**config.mk**
```make
export PLATFORM = sky130hd
export DESIGN_NAME = htik_ctrl
export DESIGN_NICKNAME = d
export VERILOG_FILES = /design/src/hdl/htik_pkg.sv /design/src/hdl/htik_ctrl.sv
export SDC_FILE = /design/constraint.sdc
export NUM_CORES = 1
export LEC_CHECK = 0
export BUFFER_PORTS_ARGS = -buffer_cell sky130_fd_sc_hd__buf_2
export CORE_MARGIN = 8
export CORE_UTILIZATION = 40
export DETAILED_ROUTE_END_ITERATION = 8
export PLACE_DENSITY = 0.67
export SYNTH_ARGS = -nofsm -noshare
export SYNTH_HDL_FRONTEND = slang
export SYNTH_SLANG_ARGS = --single-unit
```
**constraint.sdc**
```tcl
create_clock -name aclk -period 1.27 [get_ports aclk]
set_input_delay 0.1905 -clock aclk [delete_from_list [all_inputs] [get_ports aclk]]
set_output_delay 0.1905 -clock aclk [all_outputs]
set_load 0.005 [all_outputs]
```
**src/hdl/htik_pkg.sv**
```systemverilog
// ----------------------------------------------------------------------------
// htik_pkg: shared types and constants of the integer-key hash table
// Sizes, action and status codes, and the controller/datapath command and
// status bundles.
// ----------------------------------------------------------------------------
package htik_pkg;

    localparam int NUM_BUCKETS      = 256;
    localparam int SLOTS_PER_BUCKET = 8;
    localparam int TOTAL_SLOTS      = NUM_BUCKETS * SLOTS_PER_BUCKET;
    localparam int SLOT_W           = $clog2(TOTAL_SLOTS);
    localparam int SUB_W            = (SLOTS_PER_BUCKET > 1) ? $clog2(SLOTS_PER_BUCKET) : 1;
    localparam int BKT_W            = (NUM_BUCKETS > 1) ? $clog2(NUM_BUCKETS) : 1;
    localparam int CNT_W            = 12;
    localparam int CFG_W            = 9;
    localparam int HASH_W           = 32;
    localparam logic [31:0] MIX_MUL = 32'h045d9f3b;
    localparam int MIX_SHIFT        = 16;

    localparam logic [1:0] ACT_PUT    = 2'd0;
    localparam logic [1:0] ACT_GET    = 2'd1;
    localparam logic [1:0] ACT_REMOVE = 2'd2;
    localparam logic [1:0] ACT_UNUSED = 2'd3;

    localparam logic [1:0] ST_OK       = 2'd0;
    localparam logic [1:0] ST_NOT_FND  = 2'd1;
    localparam logic [1:0] ST_FULL     = 2'd2;

    // controller -> datapath
    typedef struct packed {
        logic load;      // capture input item
        logic mix_a;     // first xor-shift/multiply
        logic mix_b;     // second xor-shift/multiply
        logic mix_c;     // final xor-shift, start modulo
        logic mod_step;  // one restoring-division step
        logic scan_rd;   // issue slot read
        logic scan_chk;  // check the read slot
        logic commit;    // apply write and form result
    } htik_cmd_t;

    // datapath -> controller
    typedef struct packed {
        logic mod_done;
        logic scan_last;
        logic act_valid;
        logic clr_done;  // valid store cleared after reset
    } htik_sts_t;

endpackage

```
**src/hdl/htik_ctrl.sv**
```systemverilog
// ----------------------------------------------------------------------------
// htik_ctrl: request sequencer
// Steps one item through hash, modulo, slot scan and commit, and holds the
// result until the downstream side takes it.
// ----------------------------------------------------------------------------
module htik_ctrl (
    input  logic                aclk,
    input  logic                aresetn,
    input  logic                in_valid,
    output logic                in_ready,
    output logic                out_valid,
    input  logic                out_ready,
    output htik_pkg::htik_cmd_t cmd,
    input  htik_pkg::htik_sts_t sts
);

    typedef enum logic [7:0] {
        S_IDLE = 8'b0000_0001,
        S_MIXA = 8'b0000_0010,
        S_MIXB = 8'b0000_0100,
        S_MIXC = 8'b0000_1000,
        S_MOD  = 8'b0001_0000,
        S_RD   = 8'b0010_0000,
        S_CHK  = 8'b0100_0000,
        S_CMT  = 8'b1000_0000
    } state_t;

    state_t state_reg, state_next;
    logic   ovalid_reg, ovalid_next;

    // take an item in idle once the store is cleared and the result register frees
    assign in_ready  = (state_reg == S_IDLE) && sts.clr_done && (!ovalid_reg || out_ready);
    assign out_valid = ovalid_reg;

    always_comb begin
        state_next  = state_reg;
        ovalid_next = ovalid_reg && !out_ready;
        cmd         = '0;
        case (state_reg)
            S_IDLE: if (in_valid && in_ready) begin
                cmd.load   = 1'b1;
                state_next = S_MIXA;
            end
            S_MIXA: begin cmd.mix_a = 1'b1; state_next = S_MIXB; end
            S_MIXB: begin cmd.mix_b = 1'b1; state_next = S_MIXC; end
            S_MIXC: begin
                cmd.mix_c  = 1'b1;
                state_next = sts.act_valid ? S_MOD : S_CMT;
            end
            S_MOD: begin
                if (sts.mod_done) state_next = S_RD;
                else cmd.mod_step = 1'b1;
            end
            S_RD: begin cmd.scan_rd = 1'b1; state_next = S_CHK; end
            S_CHK: begin
                cmd.scan_chk = 1'b1;
                if (sts.scan_last) state_next = S_CMT;
            end
            S_CMT: begin
                cmd.commit  = 1'b1;
                ovalid_next = 1'b1;
                state_next  = S_IDLE;
            end
            default: state_next = S_IDLE;
        endcase
    end

    // advance state
    always_ff @(posedge aclk) begin
        if (!aresetn) begin
            state_reg  <= S_IDLE;
            ovalid_reg <= 1'b0;
        end else begin
            state_reg  <= state_next;
            ovalid_reg <= ovalid_next;
        end
    end

    a_no_accept_busy: assert property (@(posedge aclk) disable iff (!aresetn)
        (state_reg != S_IDLE) |-> !in_ready)
        else $error("accept while busy");
    a_commit_room: assert property (@(posedge aclk) disable iff (!aresetn)
        cmd.commit |-> (!ovalid_reg || out_ready))
        else $error("result overwritten");
    a_cmt_then_valid: assert property (@(posedge aclk) disable iff (!aresetn)
        cmd.commit |=> ovalid_reg)
        else $error("result lost");

endmodule
```
==> qor.yml, run 1 <==
syn_avg_cell_area_um2: 8.63
synth_ff_type: "dfxtp_1"
cts.clk_slew.worst_paths_ns: 0.07
run_status: "complete, but fails checks"
synth_cell_type_count: 33
period_needed_ns: 1.64
fin_util: 0.820
track_usage: 0.152
max-cap-violations: 0
timing.rr.end: "state_reg[6]"
start_util: 0.410
dieArea_um2: 2980
hp-class: "input port to flip-flop"
path_cells: "buf_6 > nor4_4 > and3_4 > buf_6"
synth.yosys.seq_area_share: 0.303
drc: 0
htreeDepth: 1
synth_cells: 69
ys_seq_elements: 9
drive_gt1_frac: 0.738
drtPass1Iterations: 4
viasPerCell: 5.52
cts_sinks: 9
routed_wl_um: 2630
endpoint_kind: "output pin"
antenna_left: 0
setup_viol: 15
r2r_start: "state_reg[2]"
critPathCapture: "cmd[4]"
fin_tns_setup_ns: -3.50
cp_slowest_cell: "dfxtp_4"
numCtsBuffers: 3
combPwrFrac: 0.646
violations: "negative setup slack"
critPathRequiredTime_ns: 1.08
syn_nets: 77
die_w_um: 54.6
peakVddDrop_uv: 951
nets: 131
r2r_slack_ns: -0.23
die_y_um: 54.6
worstSetupStartpointType: "flip-flop"
insertion_delay_ns: 0.27
cts_tree: "done"
antenna_found_initial: 0
p_int_mw: 1.08
place_area_um2: 793
switching_share: 0.372
clk_path_buf_depth: 2
grt_max_degree: 10
n_antenna_cell: 0
fmax_mhz: 609
holdWs_ns: 0.187
cpPeakStageDelay_ns: 0.36
io_buffers: 17
r2r_cells: 6
cp_common_cell: "buf_6"
pwr-share-clk: 0.131
grt_pass1_wl_um: 3300
synth_edf_count: 0
dp_hpwl_um: 1380
power_leakage_nw: 0.575
finClkSkew_ns: 0.00933
rows: 14
coreArea_um2: 1450
hold_violations: 0
crit_start: "state_reg[2]"
syn-cell-area_um2: 596
areaGrowthSynthToFinish_pct: 100
worstPathArrival_ns: 1.45
setup_ws_ns: -0.373
async_flop_share: 0
slew_violations: 0
clock-root-buffer: "clkbuf_4"
crit_type: "flip-flop to output pin"
vias: 762
grt_pass1_vias: 749
power_switching_mw: 0.638
finalCritPeriodShare: 1.29
power.density_nw_per_um2: 1440
grt_overflow: 0
place_congestion: 0.803
ys.warnings.count: 0
tightest_slew_ns: 0.333
finalInstanceArea_um2: 1190
power_frac_seq: 0.223
maxSlewHeadroom: 0.776
io_pins: 18
crit_fanout: 4
detail_route.wl_per_cell_um: 19.1
largest_reg_flops: 8
drtIter0Drc: 17
rsz0062_at_grt: "true"
==> Yosys cell counts, types with 2 or more instances <==
| master | instances | area [um2] |
|---|---|---|
| o21ai_0 | 2 | 10.0 |
| nor2_1 | 7 | 26.3 |
| dfxtp_1 | 9 | 180 |
| inv_1 | 4 | 15.0 |
| a21oi_1 | 2 | 10.0 |
| and2_1 | 4 | 25.0 |
| a21boi_1 | 2 | 15.0 |
| nor3_1 | 2 | 10.0 |
| nor4_4 | 2 | 42.5 |
| nand2_1 | 5 | 18.8 |
| o2111ai_1 | 2 | 17.5 |
| nand4_1 | 2 | 12.5 |
| and3_1 | 4 | 25.0 |
| buf_2 | 2 | 10.0 |
| xor2_1 | 2 | 17.5 |
==> worst min path at each step <==
stage / startpoint / endpoint / slack [ns] / depth (start not counted)
2_1_floorplan: aresetn / state_reg[0] / 0.27 / 1
3_3_place_gp: sts[3] / state_reg[5] / 0.46 / 3
3_5_place_dp: sts[3] / state_reg[5] / 0.45 / 3
4_1_cts: sts[3] / state_reg[5] / 0.16 / 3
5_1_grt: aresetn / state_reg[0] / 0.19 / 2
6_report: aresetn / state_reg[0] / 0.19 / 2
==> per-stage QoR <==
stage	std cells	setup slack, ns	power, mW
6_report	138	-0.373	1.71
5_1_grt	138	-0.413	1.79
4_1_cts	128	-0.360	1.55
3_5_place_dp	112	-0.126	1.04
3_3_place_gp	112	-0.118	1.02
2_1_floorplan	69	0.00401	0.755
==> worst max-delay path: cells and delay by family, from the launching register on <==
family	cells	cell delay, ns
flops	1	0.36
simple gates	2	0.62
buf+inv	2	0.21
==> power by group through the flow <==
| stage | clock network [mW] | registers, mW | logic [mW] |
|---|---|---|---|
| 6_report | 0.225 | 0.382 | 1.11 |
| 5_1_grt | 0.236 | 0.389 | 1.16 |
| 4_1_cts | 0.232 | 0.381 | 0.934 |
| 3_5_place_dp | 0 | 0.379 | 0.657 |
| 3_3_place_gp | 0 | 0.380 | 0.644 |
| 2_1_floorplan | 0 | 0.337 | 0.418 |
==> cell families (layout without fill, tap and decap cells) <==
group                     count (synthesis)  in the layout  synth area share
AOI/OAI and AO/OA                        13             13             0.168
muxes                                     1              1            0.0189
xor gates and xnor gates                  2              2            0.0294
and+or+nand+nor                          36             36             0.420
DFF                                       9              9             0.303
buffers and inverters                     8             61            0.0609
==> area by class of cell <==
class | instances | area, um2
Tap cell | 16 | 20.0
Clock buffer | 4 | 26.3
Inverter | 5 | 18.8
Sequential cell | 9 | 205
Multi-Input combinational cell | 52 | 494
Fill cell | 79 | 262
Timing Repair Buffer | 52 | 428
==> what timing repair did <==
action                     CTS  global route
hold endpoints to repair     0             0
pin swaps                   13            15
setup endpoints to repair   15            17
hold buffers                 0             0
gates resized for setup     32            22
setup buffers               13            11
==> placed cells by master, fill, tap and decap left out, drive strengths merged <==
cell,synthesis,layout
and2,4,4
o211ai,2,2
a41o,1,1
and4,1,1
dfxtp,9,9
nand4,2,2
a21oi,3,3
a21boi,2,2
o2111ai,2,2
nor4,3,3
nand2,5,5
nor3b,1,1
nand4b,1,1
nor2b,1,1
nor2,7,7
xor2,2,2
o221ai,1,1
and4b,1,1
nand3,2,2
nand2b,2,2
buf,3,52
inv,5,5
clkbuf,0,4
nor3,2,2
and3,4,4
o21ai,2,2
mux2,1,1
==> metal layers <==
layer | vias to the layer above | track usage | part of all wire
li1 | 359 | - | -
met1 | 379 | 0.157 | 0.40
met2 | 20 | 0.291 | 0.54
met3 | 4 | 0.0109 | 0.041
met4 | 0 | 0.0861 | 0.013
met5 | - | 0 | 0
Note: power is estimated with default switching activity, not from simulation.
==> run 2, diff against run 1 <==
==> constraint.sdc (replaced) <==
create_clock -name aclk -period 1.27 [get_ports aclk]
set_input_delay 0.0635 -clock aclk [delete_from_list [all_inputs] [get_ports aclk]]
set_output_delay 0.0635 -clock aclk [all_outputs]
set_load 0.005 [all_outputs]
==> qor.yml, run 2 (synthesized netlist as in run 1, its figures left out) <==
cts_hold_buf: 0  # unchanged
crit_fanout: 4  # unchanged
cpPeakStageDelay_ns: 0.38  # +0.02 ns
setup_ws_ns: -0.286  # +0.0875 ns
start_util: 0.410  # unchanged
critPathRequiredTime_ns: 1.21  # +0.13 ns
routed_wl_um: 2290  # -13%
finClkSkew_ns: 0.00393  # -0.00539 ns
slew_violations: 0  # unchanged
dp.cells: 110  # -1.8%
drc: 0  # unchanged
io_buffers: 17  # unchanged
total_power_mw: 1.48  # -14%
nets: 124  # -5.3%
place_congestion: 0.843  # +5.0%
power_switching_mw: 0.550  # -14%
r2r_cells: 5  # -1
die_w_um: 54.6  # unchanged
track_usage: 0.159  # +0.00693
clock-root-buffer: "clkbuf_4"
power_leakage_nw: 0.524  # -9.0%
grt_overflow: 0  # unchanged
switching_share: 0.373  # +0.000606
worstSetupStartpointType: "flip-flop"
insertion_delay_ns: 0.26  # about the same
power_frac_seq: 0.283  # +0.060
fin_tns_setup_ns: -2.25  # +1.25 ns
worstPathArrival_ns: 1.49  # +0.04 ns
min_path_cells: 3  # +1
io_pins: 18  # unchanged
final_cell_mix: "buf_4 (23), buf_2 (13), buf_6 (9), dfxtp_4 (6), nor2_1 (5)"
peakVddDrop_uv: 848  # -11%
maxSlewHeadroom: 0.785  # +0.00923
antenna_found_initial: 0  # unchanged
combPwrFrac: 0.566  # -0.080
cp_slowest_cell: "dfxtp_4"
dp_hpwl_um: 1350  # -2.2%
tightest_slew_ns: 0.319  # -0.0137 ns
endpoint_kind: "output pin"
min-delay-start: "sts[3]"
cts_sinks: 9  # unchanged
setup_viol: 15  # unchanged
p_int_mw: 0.926  # -14%
fmax_mhz: 643  # +5.6%
holdPathEnd: "state_reg[5]"
n_antenna_cell: 0  # unchanged
finalInstanceArea_um2: 1060  # -11%
place_area_um2: 766  # -3.5%
grt_pass1_vias: 710  # -5.2%
clk_path_buf_depth: 2  # unchanged
drive_gt1_frac: 0.678  # -0.0594
period_needed_ns: 1.56  # -0.0875 ns
cts_tree: "done"
die_y_um: 54.6  # unchanged
cts.clk_slew.worst_paths_ns: 0.06  # about the same
path_cells: "buf_6 > nor4_4 > and3_1 > buf_2"
numCtsBuffers: 3  # unchanged
hp-class: "input port to flip-flop"
hold_violations: 0  # unchanged
power.density_nw_per_um2: 1390  # -3.4%
areaGrowthSynthToFinish_pct: 78.4
fin_util: 0.731  # -0.0895
antenna_left: 0  # unchanged
run_status: "complete, but fails checks"
htreeDepth: 1  # unchanged
finalCritPeriodShare: 1.22  # -0.0689
grt_pass1_wl_um: 3440  # +4.4%
r2r_slack_ns: -0.15  # +0.08 ns
viasPerCell: 5.54  # +0.37%
fin_cells: 131  # -5.1%
detail_route.wl_per_cell_um: 17.5  # -8.5%
violations: "negative setup slack"
rsz0062_at_grt: "true"
r2r_start: "state_reg[2]"
dieArea_um2: 2980  # unchanged
final_common_cell: "buf_4"
largest_reg_flops: 8  # unchanged
crit_type: "flip-flop to output pin"
drtPass1Iterations: 4  # unchanged
coreArea_um2: 1450  # unchanged
grt_max_degree: 10  # unchanged
drtIter0Drc: 12  # -5
pwr-share-clk: 0.152  # +0.021
rows: 14  # unchanged
max-cap-violations: 0  # unchanged
timing.rr.end: "state_reg[0]"
vias: 726  # -4.7%
==> run 2: power groups by stage <==
stage / clock network [mW] / logic (mW) / registers [mW]
after floorplan: 0 / 0.418 / 0.337
after global placement: 0 / 0.563 / 0.394
after detailed placement: 0 / 0.570 / 0.390
after CTS: 0.228 / 0.769 / 0.411
after global routing: 0.246 / 0.887 / 0.420
final: 0.224 / 0.835 / 0.417
==> run 2: cell type report <==
cell class                      instances  area [um2]
Clock buffer                            4        26.3
Fill cell                             104         392
Inverter                                5        18.8
Multi-Input combinational cell         52         454
Sequential cell                         9         204
Tap cell                               16        20.0
Timing Repair Buffer                   45         339
==> run 2: per-layer routing <==
layer,wire (um),vias up,global-route usage,share of wire
met5,0,-,0,0
met4,118,0,0.127,0.052
met2,1170,24,0.251,0.51
met3,58,10,0.0245,0.025
met1,939,349,0.186,0.41
li1,-,343,-,-
==> run 2: worst max path at each step <==
stage	from	cells after the start	slack (ns)	endpoint
global placement	state_reg[0]	5	-0.04	state_reg[6]
floorplan	state_reg[5]	4	0.03	state_reg[6]
CTS	state_reg[3]	4	-0.19	cmd[2]
detailed placement	state_reg[5]	6	-0.07	cmd[7]
finish	state_reg[2]	4	-0.29	cmd[6]
global route	state_reg[2]	4	-0.34	cmd[6]
==> run 2: worst max-delay path: cells and delay by family, from the launching register on <==
kind / cells / cell delay (ns)
buf+inv: 2 / 0.27
simple gates: 2 / 0.58
flops: 1 / 0.38
==> run 2: timing repair <==
item,4_1_cts,5_1_grt
buffers inserted,14,4
endpoints found under the setup margin,17,16
pin swaps,16,8
gates cloned,0,0
gates resized for setup,30,10
==> run 2: metrics by stage <==
step	hold WS (ns)	setup WS (ns)
after floorplan	0.142	0.0307
after global placement	0.322	-0.0434
after detailed placement	0.329	-0.0735
after CTS	0.0477	-0.194
after global routing	0.0534	-0.336
final	0.0526	-0.286
